$ cat src/sv/epd_pkg.sv
`timescale 1ns / 1ps
`default_nettype none

package epd_pkg;

  localparam int unsigned ChW     = 8;
  localparam int unsigned ChunkW  = 5;
  localparam int unsigned CoordW  = 32;
  localparam int unsigned CountW  = 16;
  localparam int unsigned IdxW    = 3;

  localparam logic [ChW-1:0] CharLo   = 8'd63;
  localparam logic [ChW-1:0] CharHi   = 8'd126;
  localparam int unsigned    ContBit  = 5;

  // short queue between classifier and executor
  localparam int unsigned QDepth = 2;
  localparam int unsigned QPtrW  = (QDepth > 1) ? $clog2(QDepth) : 1;
  localparam int unsigned QCntW  = $clog2(QDepth + 1);

  typedef enum logic [1:0] {
    KIND_POINT = 2'd0,
    KIND_OK    = 2'd1,
    KIND_ERR   = 2'd2
  } kind_e;

  typedef enum logic [1:0] {
    OP_CONT = 2'd0,  // chunk, value continues
    OP_FIN  = 2'd1,  // last chunk of a value
    OP_END  = 2'd2   // string terminator
  } op_e;

  typedef struct packed {
    op_e               op;
    logic [ChunkW-1:0] chunk;
  } op_t;

endpackage

`default_nettype wire

$ cat src/sv/epd_if.sv
`timescale 1ns / 1ps
`default_nettype none

interface epd_in_if;
  logic                    valid;
  logic                    ready;
  logic [epd_pkg::ChW-1:0] ch;

  modport source (output valid, output ch, input ready);
  modport sink   (input valid, input ch, output ready);
endinterface

interface epd_out_if;
  logic                                valid;
  logic                                ready;
  epd_pkg::kind_e                      kind;
  logic signed [epd_pkg::CoordW-1:0]   lat;
  logic signed [epd_pkg::CoordW-1:0]   lng;
  logic        [epd_pkg::CountW-1:0]   point_count;

  modport source (output valid, output kind, output lat, output lng, output point_count,
                  input ready);
  modport sink   (input valid, input kind, input lat, input lng, input point_count,
                  output ready);
endinterface

`default_nettype wire

$ cat src/sv/epd_front.sv
`timescale 1ns / 1ps
`default_nettype none

module epd_front (
  epd_in_if.sink          in_i,
  output logic            op_valid_o,
  output epd_pkg::op_t    op_o,
  input  logic            op_ready_i
);
  import epd_pkg::*;

  logic [ChW-1:0] bits;
  logic           in_range;

  assign in_range = (in_i.ch >= CharLo) && (in_i.ch <= CharHi);
  assign bits     = in_i.ch - CharLo;

  always_comb begin
    op_o.chunk = bits[ChunkW-1:0];
    if (!in_range) begin
      op_o.op = OP_END;
    end else if (bits[ContBit]) begin
      op_o.op = OP_CONT;
    end else begin
      op_o.op = OP_FIN;
    end
  end

  assign op_valid_o = in_i.valid;
  assign in_i.ready = op_ready_i;

endmodule

`default_nettype wire

$ cat src/sv/epd_queue.sv
`timescale 1ns / 1ps
`default_nettype none

module epd_queue (
  input  logic          clk_i,
  input  logic          rst_ni,
  input  logic          push_i,
  input  epd_pkg::op_t  push_data_i,
  output logic          full_o,
  input  logic          pop_i,
  output epd_pkg::op_t  pop_data_o,
  output logic          empty_o,
  output logic [epd_pkg::QCntW-1:0] count_o
);
  import epd_pkg::*;

  op_t              mem_q [QDepth];
  logic [QPtrW-1:0] wr_ptr_q, wr_ptr_d;
  logic [QPtrW-1:0] rd_ptr_q, rd_ptr_d;
  logic [QCntW-1:0] cnt_q, cnt_d;
  logic             do_push, do_pop;

  assign full_o     = (cnt_q == QCntW'(QDepth));
  assign empty_o    = (cnt_q == '0);
  assign count_o    = cnt_q;
  assign pop_data_o = mem_q[rd_ptr_q];
  assign do_push    = push_i && !full_o;
  assign do_pop     = pop_i && !empty_o;

  function automatic logic [QPtrW-1:0] ptr_inc(input logic [QPtrW-1:0] p);
    logic [QPtrW-1:0] r;
    if (p == QPtrW'(QDepth - 1)) begin
      r = '0;
    end else begin
      r = p + 1'b1;
    end
    return r;
  endfunction

  always_comb begin
    wr_ptr_d = do_push ? ptr_inc(wr_ptr_q) : wr_ptr_q;
    rd_ptr_d = do_pop ? ptr_inc(rd_ptr_q) : rd_ptr_q;
    cnt_d    = cnt_q;
    if (do_push && !do_pop) begin
      cnt_d = cnt_q + 1'b1;
    end else if (do_pop && !do_push) begin
      cnt_d = cnt_q - 1'b1;
    end
  end

  always_ff @(posedge clk_i or negedge rst_ni) begin
    if (!rst_ni) begin
      wr_ptr_q <= '0;
      rd_ptr_q <= '0;
      cnt_q    <= '0;
    end else begin
      wr_ptr_q <= wr_ptr_d;
      rd_ptr_q <= rd_ptr_d;
      cnt_q    <= cnt_d;
    end
  end

  always_ff @(posedge clk_i) begin
    if (do_push) begin
      mem_q[wr_ptr_q] <= push_data_i;
    end
  end

endmodule

`default_nettype wire

$ cat src/sv/epd_back.sv
`timescale 1ns / 1ps
`default_nettype none

module epd_back #(
  parameter int unsigned MAX_CHUNKS = 7
) (
  input  logic          clk_i,
  input  logic          rst_ni,
  input  logic          op_valid_i,
  input  epd_pkg::op_t  op_i,
  output logic          op_pop_o,
  epd_out_if.source     out_o
);
  import epd_pkg::*;

  logic [CoordW-1:0] chunk_acc_q, chunk_acc_d;
  logic [IdxW-1:0]   chunk_index_q, chunk_index_d;
  logic              expect_lng_q, expect_lng_d;
  logic [CoordW-1:0] run_lat_q, run_lat_d;
  logic [CoordW-1:0] run_lng_q, run_lng_d;
  logic [CountW-1:0] points_q, points_d;
  logic              overlong_q, overlong_d;

  logic              out_valid_q, out_valid_d;
  kind_e             out_kind_q, out_kind_d;
  logic [CoordW-1:0] out_lat_q, out_lat_d;
  logic [CoordW-1:0] out_lng_q, out_lng_d;
  logic [CountW-1:0] out_cnt_q, out_cnt_d;

  logic              needs_out, out_free, fire;
  logic              at_limit;
  logic [4:0]        shamt;
  logic [CoordW-1:0] acc_new;
  logic [CoordW-1:0] delta;
  logic              bad;

  assign at_limit  = (chunk_index_q >= IdxW'(MAX_CHUNKS));
  assign shamt     = {chunk_index_q, 2'b00} + 5'(chunk_index_q);   // 5 * index
  assign acc_new   = at_limit ? chunk_acc_q
                              : (chunk_acc_q | (CoordW'(op_i.chunk) << shamt));
  // zigzag decode
  assign delta     = acc_new[0] ? ~(acc_new >> 1) : (acc_new >> 1);
  assign bad       = (chunk_index_q != '0) || (chunk_acc_q != '0) ||
                     expect_lng_q || overlong_q;

  assign needs_out = (op_i.op == OP_END) || ((op_i.op == OP_FIN) && expect_lng_q);
  assign out_free  = !out_valid_q || out_o.ready;
  assign fire      = op_valid_i && (!needs_out || out_free);
  assign op_pop_o  = fire;

  always_comb begin
    chunk_acc_d   = chunk_acc_q;
    chunk_index_d = chunk_index_q;
    expect_lng_d  = expect_lng_q;
    run_lat_d     = run_lat_q;
    run_lng_d     = run_lng_q;
    points_d      = points_q;
    overlong_d    = overlong_q;
    out_valid_d   = out_valid_q && !out_o.ready;
    out_kind_d    = out_kind_q;
    out_lat_d     = out_lat_q;
    out_lng_d     = out_lng_q;
    out_cnt_d     = out_cnt_q;

    if (fire) begin
      case (op_i.op)
        OP_END: begin
          out_valid_d   = 1'b1;
          out_kind_d    = bad ? KIND_ERR : KIND_OK;
          out_lat_d     = run_lat_q;
          out_lng_d     = run_lng_q;
          out_cnt_d     = points_q;
          chunk_acc_d   = '0;
          chunk_index_d = '0;
          expect_lng_d  = 1'b0;
          run_lat_d     = '0;
          run_lng_d     = '0;
          points_d      = '0;
          overlong_d    = 1'b0;
        end
        OP_CONT: begin
          chunk_acc_d = acc_new;
          if (at_limit) begin
            overlong_d = 1'b1;
          end else begin
            chunk_index_d = chunk_index_q + 1'b1;
          end
        end
        OP_FIN: begin
          if (at_limit) begin
            overlong_d = 1'b1;
          end
          chunk_acc_d   = '0;
          chunk_index_d = '0;
          if (!expect_lng_q) begin
            run_lat_d    = run_lat_q + delta;
            expect_lng_d = 1'b1;
          end else begin
            run_lng_d    = run_lng_q + delta;
            expect_lng_d = 1'b0;
            points_d     = (points_q != '1) ? points_q + 1'b1 : points_q;
            out_valid_d  = 1'b1;
            out_kind_d   = KIND_POINT;
            out_lat_d    = run_lat_q;
            out_lng_d    = run_lng_q + delta;
            out_cnt_d    = (points_q != '1) ? points_q + 1'b1 : points_q;
          end
        end
        default: begin
          chunk_acc_d = chunk_acc_q;
        end
      endcase
    end
  end

  always_ff @(posedge clk_i or negedge rst_ni) begin
    if (!rst_ni) begin
      chunk_acc_q   <= '0;
      chunk_index_q <= '0;
      expect_lng_q  <= 1'b0;
      run_lat_q     <= '0;
      run_lng_q     <= '0;
      points_q      <= '0;
      overlong_q    <= 1'b0;
      out_valid_q   <= 1'b0;
    end else begin
      chunk_acc_q   <= chunk_acc_d;
      chunk_index_q <= chunk_index_d;
      expect_lng_q  <= expect_lng_d;
      run_lat_q     <= run_lat_d;
      run_lng_q     <= run_lng_d;
      points_q      <= points_d;
      overlong_q    <= overlong_d;
      out_valid_q   <= out_valid_d;
    end
  end

  always_ff @(posedge clk_i) begin
    out_kind_q <= out_kind_d;
    out_lat_q  <= out_lat_d;
    out_lng_q  <= out_lng_d;
    out_cnt_q  <= out_cnt_d;
  end

  assign out_o.valid       = out_valid_q;
  assign out_o.kind        = out_kind_q;
  assign out_o.lat         = out_lat_q;
  assign out_o.lng         = out_lng_q;
  assign out_o.point_count = out_cnt_q;

endmodule

`default_nettype wire

$ cat src/sv/encoded_polyline_decoder_top.sv
`timescale 1ns / 1ps
`default_nettype none

// Encoded polyline decoder. Takes one character per cycle on in_i and emits
// a point (kind 0) after every finished longitude and an end item (kind 1 ok,
// kind 2 error) on a terminator: a zero byte or any byte outside 63..126.
// Coordinates are running sums in 1e-5 degree units and wrap at 32 bits.
// Throughput is one character per cycle unless out_o is held; the shift, OR
// and 32-bit add in the executor are combinational; data is registered in the
// queue and the output register. A two-entry queue sits between the classifier
// and the executor, and the output register lets the next character be taken
// while a result waits; input stalls only when the output is held long
// enough to fill the queue. MAX_CHUNKS (6 or 7) caps the chunks per value.
module encoded_polyline_decoder_top #(
  parameter int unsigned MAX_CHUNKS = 7
) (
  input  logic       clk_i,
  input  logic       rst_ni,
  epd_in_if.sink     in_i,
  epd_out_if.source  out_o
);
  import epd_pkg::*;

  op_t              fr_op;
  logic             fr_valid;
  logic             q_full, q_empty, q_pop;
  op_t              q_head;
  logic [QCntW-1:0] q_count;

  epd_front u_front (
    .in_i       (in_i),
    .op_valid_o (fr_valid),
    .op_o       (fr_op),
    .op_ready_i (!q_full)
  );

  epd_queue u_queue (
    .clk_i       (clk_i),
    .rst_ni      (rst_ni),
    .push_i      (fr_valid),
    .push_data_i (fr_op),
    .full_o      (q_full),
    .pop_i       (q_pop),
    .pop_data_o  (q_head),
    .empty_o     (q_empty),
    .count_o     (q_count)
  );

  epd_back #(
    .MAX_CHUNKS (MAX_CHUNKS)
  ) u_back (
    .clk_i      (clk_i),
    .rst_ni     (rst_ni),
    .op_valid_i (!q_empty),
    .op_i       (q_head),
    .op_pop_o   (q_pop),
    .out_o      (out_o)
  );

  a_queue_bound : assert property (@(posedge clk_i) disable iff (!rst_ni)
    q_count <= QCntW'(QDepth))
    else $error("queue count exceeds depth");

  a_pop_nonempty : assert property (@(posedge clk_i) disable iff (!rst_ni)
    q_pop |-> !q_empty)
    else $error("executor popped an empty queue");

  a_point_counted : assert property (@(posedge clk_i) disable iff (!rst_ni)
    (out_o.valid && out_o.kind == KIND_POINT) |-> out_o.point_count != '0)
    else $error("point item with zero count");

  a_accept_lands : assert property (@(posedge clk_i) disable iff (!rst_ni)
    (in_i.valid && in_i.ready && !q_pop) |=> !q_empty)
    else $error("accepted item missing from queue");

endmodule

`default_nettype wire
$ cat src/flat_wrapper.sv
// flat-port wrapper written by rule: the top's interface ports become plain ports
module encoded_polyline_decoder_top_flat import epd_pkg::*;
#(
  parameter int unsigned MAX_CHUNKS = 7
)
  (clk_i, rst_ni, in_i_valid, in_i_ch, in_i_ready, out_o_valid, out_o_kind, out_o_lat, out_o_lng, out_o_point_count, out_o_ready);
  epd_in_if in_i_i ();
  epd_out_if out_o_i ();
  input  logic clk_i;
  input  logic rst_ni;
  input wire logic [$bits(in_i_i.valid)-1:0] in_i_valid;
  input wire logic [$bits(in_i_i.ch)-1:0] in_i_ch;
  output wire logic [$bits(in_i_i.ready)-1:0] in_i_ready;
  output wire logic [$bits(out_o_i.valid)-1:0] out_o_valid;
  output wire logic [$bits(out_o_i.kind)-1:0] out_o_kind;
  output wire logic [$bits(out_o_i.lat)-1:0] out_o_lat;
  output wire logic [$bits(out_o_i.lng)-1:0] out_o_lng;
  output wire logic [$bits(out_o_i.point_count)-1:0] out_o_point_count;
  input wire logic [$bits(out_o_i.ready)-1:0] out_o_ready;
  assign in_i_i.valid = in_i_valid;
  assign in_i_i.ch = in_i_ch;
  assign in_i_ready = in_i_i.ready;
  assign out_o_valid = out_o_i.valid;
  assign out_o_kind = out_o_i.kind;
  assign out_o_lat = out_o_i.lat;
  assign out_o_lng = out_o_i.lng;
  assign out_o_point_count = out_o_i.point_count;
  assign out_o_i.ready = out_o_ready;
  encoded_polyline_decoder_top #(.MAX_CHUNKS(MAX_CHUNKS)) u_core (.clk_i(clk_i), .rst_ni(rst_ni), .in_i(in_i_i), .out_o(out_o_i));
endmodule
$ cat config.mk
export PLATFORM = sky130hd
export DESIGN_NAME = encoded_polyline_decoder_top_flat
export DESIGN_NICKNAME = d
export VERILOG_FILES = /design/src/sv/epd_pkg.sv /design/src/sv/epd_if.sv /design/src/sv/epd_front.sv /design/src/sv/epd_queue.sv /design/src/sv/epd_back.sv /design/src/sv/encoded_polyline_decoder_top.sv /design/src/flat_wrapper.sv
export SDC_FILE = /design/constraint.sdc
export NUM_CORES = 1
export LEC_CHECK = 0
export BUFFER_PORTS_ARGS = -buffer_cell sky130_fd_sc_hd__buf_2
export CORE_MARGIN = 2
export CORE_UTILIZATION = 40
export CTS_CLUSTER_DIAMETER = 100
export DETAILED_ROUTE_END_ITERATION = 16
export SLEW_MARGIN = 20
export SYNTH_ARGS = -nofsm -noshare
export SYNTH_HDL_FRONTEND = slang
export SYNTH_SLANG_ARGS = --single-unit
$ cat constraint.sdc
create_clock -name clk_i -period 5 [get_ports clk_i]
set_clock_uncertainty 0.1 [all_clocks]
set_input_delay 0.5 -clock clk_i [delete_from_list [all_inputs] [get_ports clk_i]]
set_output_delay 0.5 -clock clk_i [all_outputs]
set_load 0.01 [all_outputs]
==> results of run 1 <==
sequential cells by signal (all words and copies together), names as in the netlist:
name / flops
u_core.u_back.run_lat_q: 32
u_core.u_back.points_q: 16
u_core.u_back.chunk_index_q: 3
u_core.u_back.overlong_q: 1
u_core.u_back.chunk_acc_q: 32
u_core.u_queue.wr_ptr_q: 1
u_core.u_back.run_lng_q: 32
u_core.u_back.out_o.valid: 1
u_core.u_back.out_o.kind: 2
u_core.u_back.out_o.lat: 32
u_core.u_back.expect_lng_q: 1
u_core.u_back.out_o.point_count: 16
u_core.u_queue.count_o: 2
u_core.u_back.out_o.lng: 32
u_core.u_queue.mem_q: 14
u_core.u_queue.rd_ptr_q: 1
worst min path at each step:
stage | from | endpoint | depth (start not counted)
detailed placement | u_core.u_back.run_lat_q[21]$_DFFE_PN0P_ | u_core.u_back.out_o.lat[21]$_DFFE_PP_ | 0
floorplan | rst_ni | u_core.u_back.chunk_acc_q[0]$_DFFE_PN0P_ | 0
global placement | u_core.u_back.run_lat_q[21]$_DFFE_PN0P_ | u_core.u_back.out_o.lat[21]$_DFFE_PP_ | 0
finish | in_i_ch[0] | u_core.u_queue.mem_q[0][0]$_DFFE_PP_ | 2
global route | in_i_ch[0] | u_core.u_queue.mem_q[1][0]$_DFFE_PP_ | 2
CTS | in_i_ch[7] | u_core.u_queue.mem_q[1][6]$_DFFE_PP_ | 2
placed cells by master (no fill, tap or decap), types with 8 or more instances in the layout:
| master | n |
|---|---|
| buf_2 | 94 |
| nor2_1 | 96 |
| nor4_1 | 10 |
| xor2_1 | 26 |
| a211oi_1 | 8 |
| and2_1 | 12 |
| a21oi_1 | 128 |
| edfxtp_1 | 96 |
| a22o_1 | 14 |
| nand2b_1 | 12 |
| buf_4 | 88 |
| mux2_2 | 13 |
| nand4_1 | 19 |
| o21bai_1 | 11 |
| o21ai_0 | 110 |
| a31oi_1 | 24 |
| o21ai_1 | 10 |
| nor2b_1 | 11 |
| mux2i_1 | 11 |
| clkbuf_16 | 27 |
| o21a_1 | 12 |
| nand3_1 | 31 |
| o31ai_1 | 11 |
| xnor2_1 | 74 |
| and3_1 | 11 |
| dfrtp_1 | 121 |
| inv_1 | 51 |
| a21o_1 | 37 |
| nor3_1 | 21 |
| nand2_1 | 169 |
| ha_1 | 84 |
cells by family after synthesis:
kind of cell / count (synthesis)
AO/OA/AOI/OAI: 418
XOR/XNOR: 100
adder cells (fa/ha/maj): 88
buffers and inverters: 112
flip-flops: 218
multiplexers: 28
AND/OR/NAND/NOR: 412
cell type report:
class                           instances  area share, %
Clock inverter                         16           1.07
Sequential cell                       218           38.1
Tap cell                              442           3.55
Inverter                               54           1.32
Timing Repair Buffer                  186           7.70
Multi-Input combinational cell       1046           43.7
Clock buffer                           32           4.58
metal layers:
layer / wire length (µm) / part of all wire, % / up-vias / track usage (%)
met5: 0 / 0 / - / 0
met4: 1020 / 2.9 / 0 / 6.08
met3: 1460 / 4.1 / 55 / 2.17
met2: 16400 / 46 / 258 / 33.2
met1: 16400 / 47 / 5113 / 28.7
li1: - / - / 5285 / -
stage by stage:
step           util, %  instance area (µm²)  hold slack [ps]
2_1_floorplan        -                13200              104
3_3_place_gp      45.2                14700              377
3_5_place_dp      45.2                14700              366
4_1_cts           47.9                15600              168
5_1_grt           47.9                15600              191
6_report          47.9                15600              195
timing repair:
item / 4_1_cts / 5_1_grt
setup endpoints to repair: 0 / 7
gates resized for setup: 0 / 5
hold buffers: 1 / 0
hold endpoints to repair: 54 / 0
report_power, final:
part           total, mW  leakage [nW]  switching [mW]  internal, mW
registers           3.05          2.59           0.341          2.71
clock network       1.95         0.420           0.780          1.17
logic               7.96          3.84            4.81          3.15
total               13.0          6.86            5.93          7.04
==> flow_summary.yaml, run 1 <==
run_status:
  run_status: "finished clean"
cts:
  post_cts.repair.setup_buffers: 0
  clkTransAtPathRegs_ps: 60
  tritoncts_buffer_count: 26
  clk_latency_ps: 530
  root_buffer: "clkbuf_16"
  tritoncts: "built"
  clockBufferDepth: 3
  cts-htree-levels: 1
  clock_sink_count: 218
yosys:
  synth.top_cells.by_area: "dfrtp_1 (23%), edfxtp_1 (22%), ha_1 (8.2%)"
  synth_top_flop_cell: "dfrtp_1"
  synthSimpleGateAreaFrac_pct: 14.2
  synth.mux.area_fraction_pct: 2.63
  yosysWarningCount: 0
  synth_xor_xnor_area_share_pct: 6.64
  synth_seq_cells: 218
  synth.yosys.seq_area_share_pct: 45.0
  synthesis.area_um2: 13200
  yosysTopAreaCell: "dfrtp_1"
  synth_edf_count: 96
  post_synth_adder_cell_area_pct: 8.46
  ranking_of_synthesized_cells_by_instance_count: "nand2_1 (169), a21oi_1 (128), dfrtp_1 (122)"
  netlist-cell-type-count: 72
  postSynthNetCount: 1476
  synth_most_common_cell: "nand2_1"
  synth_compound_area_share_pct: 19.7
  synth_area_per_cell_um2: 9.58
  netlist_instances: 1376
  combinational_family_with_the_most_area_after_synthesis: "compound AO/OA/AOI/OAI gates"
  synth_top_area_share_pct: 23.2
  synth_async_sr_flop_share_pct: 56.0
floorplan:
  rows: 66
  die_w_um: 186
  start_util_pct: 40.5
  boundaryPins: 96
  die-area_um2: 34400
  die_height_um: 186
  core_um2: 32500
sta:
  tightest_slew_ps: 802
  fmax_mhz: 214
  sum_of_negative_setup_slack_ps: 0
  timing.slew.headroom_pct: 46.3
  setup_slack_ps: 321
  hold_violations: 0
  final_period_minus_worst_setup_slack_ps: 4680
  grt_setup_unrepaired: "false"
  report.final.slew_viol_count: 0
  setup_violations: 0
  finalCritPeriodShare_pct: 93.6
setup_path:
  reg2reg_depth: 17
  worstSetupPathDepth: 17
  cp_data_arrival_time_ps: 5040
  critPathKind: "flip-flop to flip-flop"
  critPathRequiredTime_ps: 5360
  worst_path_max_fanout: 13
  crit_family: "compound AO/OA/AOI/OAI gates"
  critical_path_buf_inv_count: 2
  critPathLaunch: "u_core.u_back.chunk_index_q[2]$_DFFE_PN0P_"
  cp-start-kind: "flip-flop"
  worstSetupEndpointType: "flip-flop"
  regToRegEndpoint: "u_core.u_back.run_lat_q[30]$_DFFE_PN0P_"
  slowest_delay_ps: 570
  regToRegSetupSlack_ps: 320
  timing.critical_path.to: "u_core.u_back.run_lat_q[30]$_DFFE_PN0P_"
  critical_path.slowest_cell: "ha_1"
  path_cells: "ha_1 -> nor2b_1 -> a32oi_1 -> o21ai_0 -> buf_4 -> a21oi_1 -> xnor2_1 -> buf_4 -> ha_1 -> a21oi_1 -> nand2_1 -> a31oi_1 -> a31oi_1 -> a311oi_2 -> o21ai_0 -> a2111o_1 -> nand3_1"
  timing.rr.start: "u_core.u_back.chunk_index_q[2]$_DFFE_PN0P_"
drt:
  post-route-drc-count: 0
  routed-via-count: 10700
  finalWirelength_mm: 35.3
  drt.antenna.violating_nets: 0
  drt_first_pass_iters: 5
  detail_route.vias_per_cell: 5.37
  dr.first_iter.drc_count: 724
  wl_per_cell_um: 17.7
global_route:
  grt_max_degree: 57
  number_of_global_route_vias_before_repair: 10100
  grt_util_all_layers_pct: 20.4
  grt_pass1_wl_mm: 55.5
  initial_antenna_violation_count: 0
  grt_overflow: 0
final_layout:
  fill_cells: 3148
  seqCellArea_um2: 5940
  area_of_combinational_cells_with_multiple_inputs_um2: 6820
  drive_above_1_share_pct: 17.5
  diodes: 0
  instances_no_fill: 1994
  fin_nets: 1632
  areaGrowthSynthToFinish_pct: 18.3
job:
  max_cap_violations: 0
place:
  hpwl_mm: 26.5
  i_o_buffers: 95
  dp_worst_setup_slack_ps: 274
  place.detailed.instances: 1945
  finalWeightedCongestion: 0.906
pwr:
  p_leak_nw: 6.86
  report.power.total_mw: 13.0
  vdd_drop_max_mv: 0.405
  power_per_cell_area_nw_per_um2: 831
min_path:
  worstHoldPathType: "input port to flip-flop"
Note: power is estimated with default switching activity, not from simulation.
==> run 2, diff against run 1 <==
--- a/config.mk
+++ b/config.mk
@@ -6,7 +6,7 @@
 export NUM_CORES = 1
 export LEC_CHECK = 0
 export BUFFER_PORTS_ARGS = -buffer_cell sky130_fd_sc_hd__buf_2
-export CORE_MARGIN = 2
+export CORE_MARGIN = 1
 export CORE_UTILIZATION = 40
 export CTS_CLUSTER_DIAMETER = 100
 export DETAILED_ROUTE_END_ITERATION = 16
==> constraint.sdc (replaced) <==
create_clock -name clk_i -period 6 [get_ports clk_i]
set_clock_uncertainty 0.1 [all_clocks]
set_input_delay 0.6 -clock clk_i [delete_from_list [all_inputs] [get_ports clk_i]]
set_output_delay 0.6 -clock clk_i [all_outputs]
set_load 0.01 [all_outputs]
==> flow_summary.yaml, run 2 (synthesis results as in run 1) <==
run_status:
  run_status: "finished clean"
final_layout:
  areaGrowthSynthToFinish_pct: 13.2
  final_common_cell: "nand2_1"
  fill_cells: 3125
  fin_nets: 1553
  final_cell_mix: "nand2_1 (169), a21oi_1 (128), dfrtp_1 (122), o21ai_0 (111)"
  diodes: 0
  drive_above_1_share_pct: 12.5
sta:
  final_period_minus_worst_setup_slack_ps: 5630
  sum_of_negative_setup_slack_ps: 0
  grt_setup_unrepaired: "false"
  setup_violations: 0
  hold_violations: 0
  finalCritPeriodShare_pct: 93.8
  fin_worst_hold_slack_ps: 77.1
  timing.slew.headroom_pct: 38.2
  report.final.slew_viol_count: 0
  tightest_slew_ps: 927
  fmax_mhz: 178
floorplan:
  boundaryPins: 96
  core_um2: 32500
  die_w_um: 184
  rows: 66
  die-area_um2: 33700
  start_util_pct: 40.6
  die_height_um: 184
cts:
  clkTransAtPathRegs_ps: 60
  clock_sink_count: 218
  clockBufferDepth: 3
  cts_hold_buf: 0
  post_cts.repair.setup_buffers: 0
  tritoncts: "built"
  root_buffer: "clkbuf_16"
  clk_latency_ps: 530
  tritoncts_buffer_count: 26
  cts_resized: 0
  cts-htree-levels: 1
pwr:
  vdd_drop_max_mv: 0.372
  p_leak_nw: 6.45
  power_per_cell_area_nw_per_um2: 674
setup_path:
  critPathRequiredTime_ps: 6240
  cp_data_arrival_time_ps: 5870
  cp-start-kind: "flip-flop"
  critPathKind: "flip-flop to flip-flop"
  worst_path_max_fanout: 18
  worstSetupEndpointType: "flip-flop"
min_path:
  worstHoldPathType: "input port to async pin"
drt:
  routed-via-count: 10500
  drt.antenna.violating_nets: 0
  detail_route.vias_per_cell: 5.48
  drt_first_pass_iters: 5
  finalWirelength_mm: 34.5
  post-route-drc-count: 0
  dr.first_iter.drc_count: 779
  wl_per_cell_um: 18.0
place:
  finalWeightedCongestion: 0.923
  i_o_buffers: 95
  hpwl_mm: 25.2
job:
  max_cap_violations: 0
global_route:
  number_of_global_route_vias_before_repair: 9968
  grt_util_all_layers_pct: 20.7
  initial_antenna_violation_count: 0
  grt_max_degree: 83
  grt_overflow: 0
  grt_pass1_wl_mm: 55.1
==> run 2: worst max-delay path, cell delays in order, from the launching register on <==
cell and delay (ps):
dfrtp_1 610, ha_1 230, ha_1 240, nor2b_1 120, a211oi_4 620, nor2b_1 360
a21oi_1 180, xnor2_1 600, ha_1 400, o21a_1 210, nor2b_1 140, a211o_1 350
a21boi_2 200, o21ai_1 190, a211oi_1 360, mux2_2 400, o21ai_0 120
==> run 2: routing by layer <==
metal / global-route usage, % / up-vias / part of all wire, %
li1: - / 5135 / -
met1: 28.4 / 5009 / 45
met2: 33.7 / 284 / 47
met3: 2.56 / 60 / 5.2
met4: 6.93 / 0 / 3.1
met5: 0 / - / 0
==> run 2: final timing paths <==
check                                                      startpoint                                       end  slack (ps)  cells after the start
min in group clk_i                                         in_i_ch[7]      u_core.u_queue.mem_q[1][6]$_DFFE_PP_         270                      2
max                        u_core.u_back.chunk_index_q[0]$_DFFE_PN0P_     u_core.u_back.out_o.lng[19]$_DFFE_PP_         370                     16
min                                                            rst_ni     u_core.u_back.points_q[5]$_DFFE_PN0P_          80                      1
min reg2reg                       u_core.u_queue.wr_ptr_q$_DFFE_PN0P_       u_core.u_queue.wr_ptr_q$_DFFE_PN0P_         390                      1
max reg2reg                u_core.u_back.chunk_index_q[0]$_DFFE_PN0P_     u_core.u_back.out_o.lng[19]$_DFFE_PP_         370                     16
max in group asynchronous                                      rst_ni  u_core.u_back.chunk_acc_q[7]$_DFFE_PN0P_        4380                      2
==> run 2: through the flow <==
stage               std cells  cell area (µm²)  power (mW)  worst slack, ps  utilization [%]
finish                   1915            14900        10.1              369             46.0
global route             1915            14900        10.9             23.4             46.0
CTS                      1915            14900        10.1              404             46.0
detailed placement       1867            14100        8.51              440             43.4
global placement         1867            14100        8.43              461             43.4
floorplan                1376            13200        6.80             1630                -
==> run 2: where the power goes <==
part	switching, mW	leakage (nW)	internal (mW)
sequential	0.309	2.60	2.27
combinational	3.81	3.45	2.10
clock	0.627	0.407	0.937
total	4.75	6.45	5.31
==> run 2: final cells by class <==
cell class	count	area (µm²)	area share [%]
timing repair buffer	107	568	3.81
sequential	218	5940	39.8
multi-input combinational	1046	6820	45.7
inverter	54	205	1.37
clock buffer	39	741	4.96
tap	442	553	3.71
clock inverter	9	103	0.687
==> run 3, diff against run 2 <==
--- a/config.mk
+++ b/config.mk
@@ -6,6 +6,7 @@
 export NUM_CORES = 1
 export LEC_CHECK = 0
 export BUFFER_PORTS_ARGS = -buffer_cell sky130_fd_sc_hd__buf_2
+export CORE_ASPECT_RATIO = 1.5
 export CORE_MARGIN = 1
 export CORE_UTILIZATION = 40
 export CTS_CLUSTER_DIAMETER = 100
==> flow_summary.yaml, run 3 (synthesis results as in run 1) <==
final_layout:
  diodes: 0
  fin_nets: 1554
  final_common_cell: "nand2_1"
  finish.utilization_pct: 45.7
  fill_cells: 3100
  instances_no_fill: 1885
  areaGrowthSynthToFinish_pct: 12.8
  drive_above_1_share_pct: 12.9
  final_cell_mix: "nand2_1 (169), a21oi_1 (128), dfrtp_1 (122), o21ai_0 (111)"
  design_area_um2: 14900
setup_path:
  critPathRequiredTime_ps: 6280
  slowest_delay_ps: 630
  critical-path-top-cell-by-count: "ha_1"
  critPathKind: "flip-flop to flip-flop"
  reg2reg_depth: 15
  worstSetupEndpointType: "flip-flop"
  critical_path.slowest_cell: "a31o_2"
  timing.rr.start: "u_core.u_back.chunk_index_q[0]$_DFFE_PN0P_"
  critical_path_buf_inv_count: 1
  cp_data_arrival_time_ps: 5700
  worst_path_max_fanout: 20
  regToRegSetupSlack_ps: 590
  path_cells: "ha_1 -> ha_1 -> nor2b_1 -> a211oi_4 -> a31o_2 -> buf_4 -> xnor2_1 -> ha_1 -> or2_2 -> o311ai_0 -> a21oi_1 -> a2111oi_0 -> a21oi_1 -> or3_1 -> nand4_1"
  crit_family: "compound AO/OA/AOI/OAI gates"
  regToRegEndpoint: "u_core.u_back.out_o.lng[31]$_DFFE_PP_"
  cp-start-kind: "flip-flop"
run_status:
  run_status: "finished clean"
sta:
  sum_of_negative_setup_slack_ps: 0
  finalCritPeriodShare_pct: 90.2
  fmax_mhz: 185
  setup_violations: 0
  grt_setup_unrepaired: "false"
  timing.slew.headroom_pct: 37.8
  hold_violations: 0
  final_period_minus_worst_setup_slack_ps: 5410
  fin_worst_hold_slack_ps: 277
  report.final.slew_viol_count: 0
  tightest_slew_ps: 929
  setup_slack_ps: 586
floorplan:
  die_height_um: 224
  boundaryPins: 96
  core_um2: 32500
  die-area_um2: 33700
  rows: 81
  start_util_pct: 40.5
  die_w_um: 150
drt:
  post-route-drc-count: 0
  wl_per_cell_um: 18.3
  dr.first_iter.drc_count: 510
  drt.antenna.violating_nets: 0
  finalWirelength_mm: 34.5
  routed-via-count: 10500
  detail_route.vias_per_cell: 5.56
  drt_first_pass_iters: 7
min_path:
  worstHoldPathType: "input port to flip-flop"
  min_from: "in_i_ch[7]"
  whs_endpoint: "u_core.u_queue.mem_q[1][6]$_DFFE_PP_"
  min_path_cells: 2
global_route:
  grt_overflow: 0
  grt_max_degree: 83
  grt_util_all_layers_pct: 20.8
  number_of_global_route_vias_before_repair: 10400
  grt_pass1_wl_mm: 54.9
  initial_antenna_violation_count: 0
cts:
  clkTransAtPathRegs_ps: 60
  clock_sink_count: 218
  cts_resized: 0
  cts_hold_buf: 1
  cts-htree-levels: 1
  tritoncts: "built"
  clk_latency_ps: 530
  post_cts.repair.setup_buffers: 0
  tritoncts_buffer_count: 23
  root_buffer: "clkbuf_16"
  clockBufferDepth: 3
place:
  finalWeightedCongestion: 0.959
  hpwl_mm: 26.2
  dp_worst_setup_slack_ps: 560
  i_o_buffers: 95
  cell_area_placed_um2: 14100
  place.detailed.instances: 1843
job:
  max_cap_violations: 0
pwr:
  vdd_drop_max_mv: 0.268
  power_per_cell_area_nw_per_um2: 671
  report.power.total_mw: 9.98
  p_leak_nw: 6.46
run 3: area by class of cell:
| cell class | instances | area, µm² | share of cell area, % |
|---|---|---|---|
| clock inverters | 14 | 193 | 1.30 |
| repair buffers | 111 | 601 | 4.04 |
| flip-flops and latches | 218 | 5940 | 39.9 |
| clock buffers | 27 | 611 | 4.10 |
| multi-input cells | 1046 | 6810 | 45.8 |
| inverters | 54 | 205 | 1.38 |
| well taps | 415 | 519 | 3.49 |
run 3: per-layer routing:
layer	vias to the layer above	share of wire, %	GRT usage [%]
met5	-	0	0
met4	0	4.7	10.5
met3	82	3.7	2.19
met2	246	53	37.8
met1	5023	39	23.9
li1	5137	-	-
run 3: worst register-to-register path, cell delays in order, from the launching register on:
cell       delay (ps)
dfrtp_1           620
ha_1              230
ha_1              240
nor2b_1           120
a211oi_4          480
a31o_2            630
buf_4             400
xnor2_1           290
ha_1              380
or2_2             330
o311ai_0          100
a21oi_1           110
a2111oi_0         550
a21oi_1           190
or3_1             380
nand4_1           110
run 3: worst max path at each step:
| stage | from | end | slack [ps] | cells after the start |
|---|---|---|---|---|
| after floorplan | u_core.u_back.chunk_index_q[2]$_DFFE_PN0P_ | u_core.u_back.out_o.lng[24]$_DFFE_PP_ | 1630 | 18 |
| after global placement | u_core.u_back.chunk_index_q[0]$_DFFE_PN0P_ | u_core.u_back.out_o.lng[31]$_DFFE_PP_ | 740 | 15 |
| after detailed placement | u_core.u_back.chunk_index_q[0]$_DFFE_PN0P_ | u_core.u_back.out_o.lng[28]$_DFFE_PP_ | 560 | 17 |
| after CTS | u_core.u_back.chunk_index_q[0]$_DFFE_PN0P_ | u_core.u_back.out_o.lng[31]$_DFFE_PP_ | 540 | 15 |
| after global routing | u_core.u_back.chunk_index_q[0]$_DFFE_PN0P_ | u_core.u_back.out_o.lng[31]$_DFFE_PP_ | 200 | 15 |
| final | u_core.u_back.chunk_index_q[0]$_DFFE_PN0P_ | u_core.u_back.out_o.lng[31]$_DFFE_PP_ | 590 | 15 |
run 3: report_power, final:
| group | total [mW] | internal (mW) | leakage, nW | switching, mW |
|---|---|---|---|---|
| registers | 2.59 | 2.27 | 2.60 | 0.321 |
| clock network | 1.52 | 0.908 | 0.394 | 0.616 |
| logic | 5.87 | 2.10 | 3.47 | 3.77 |
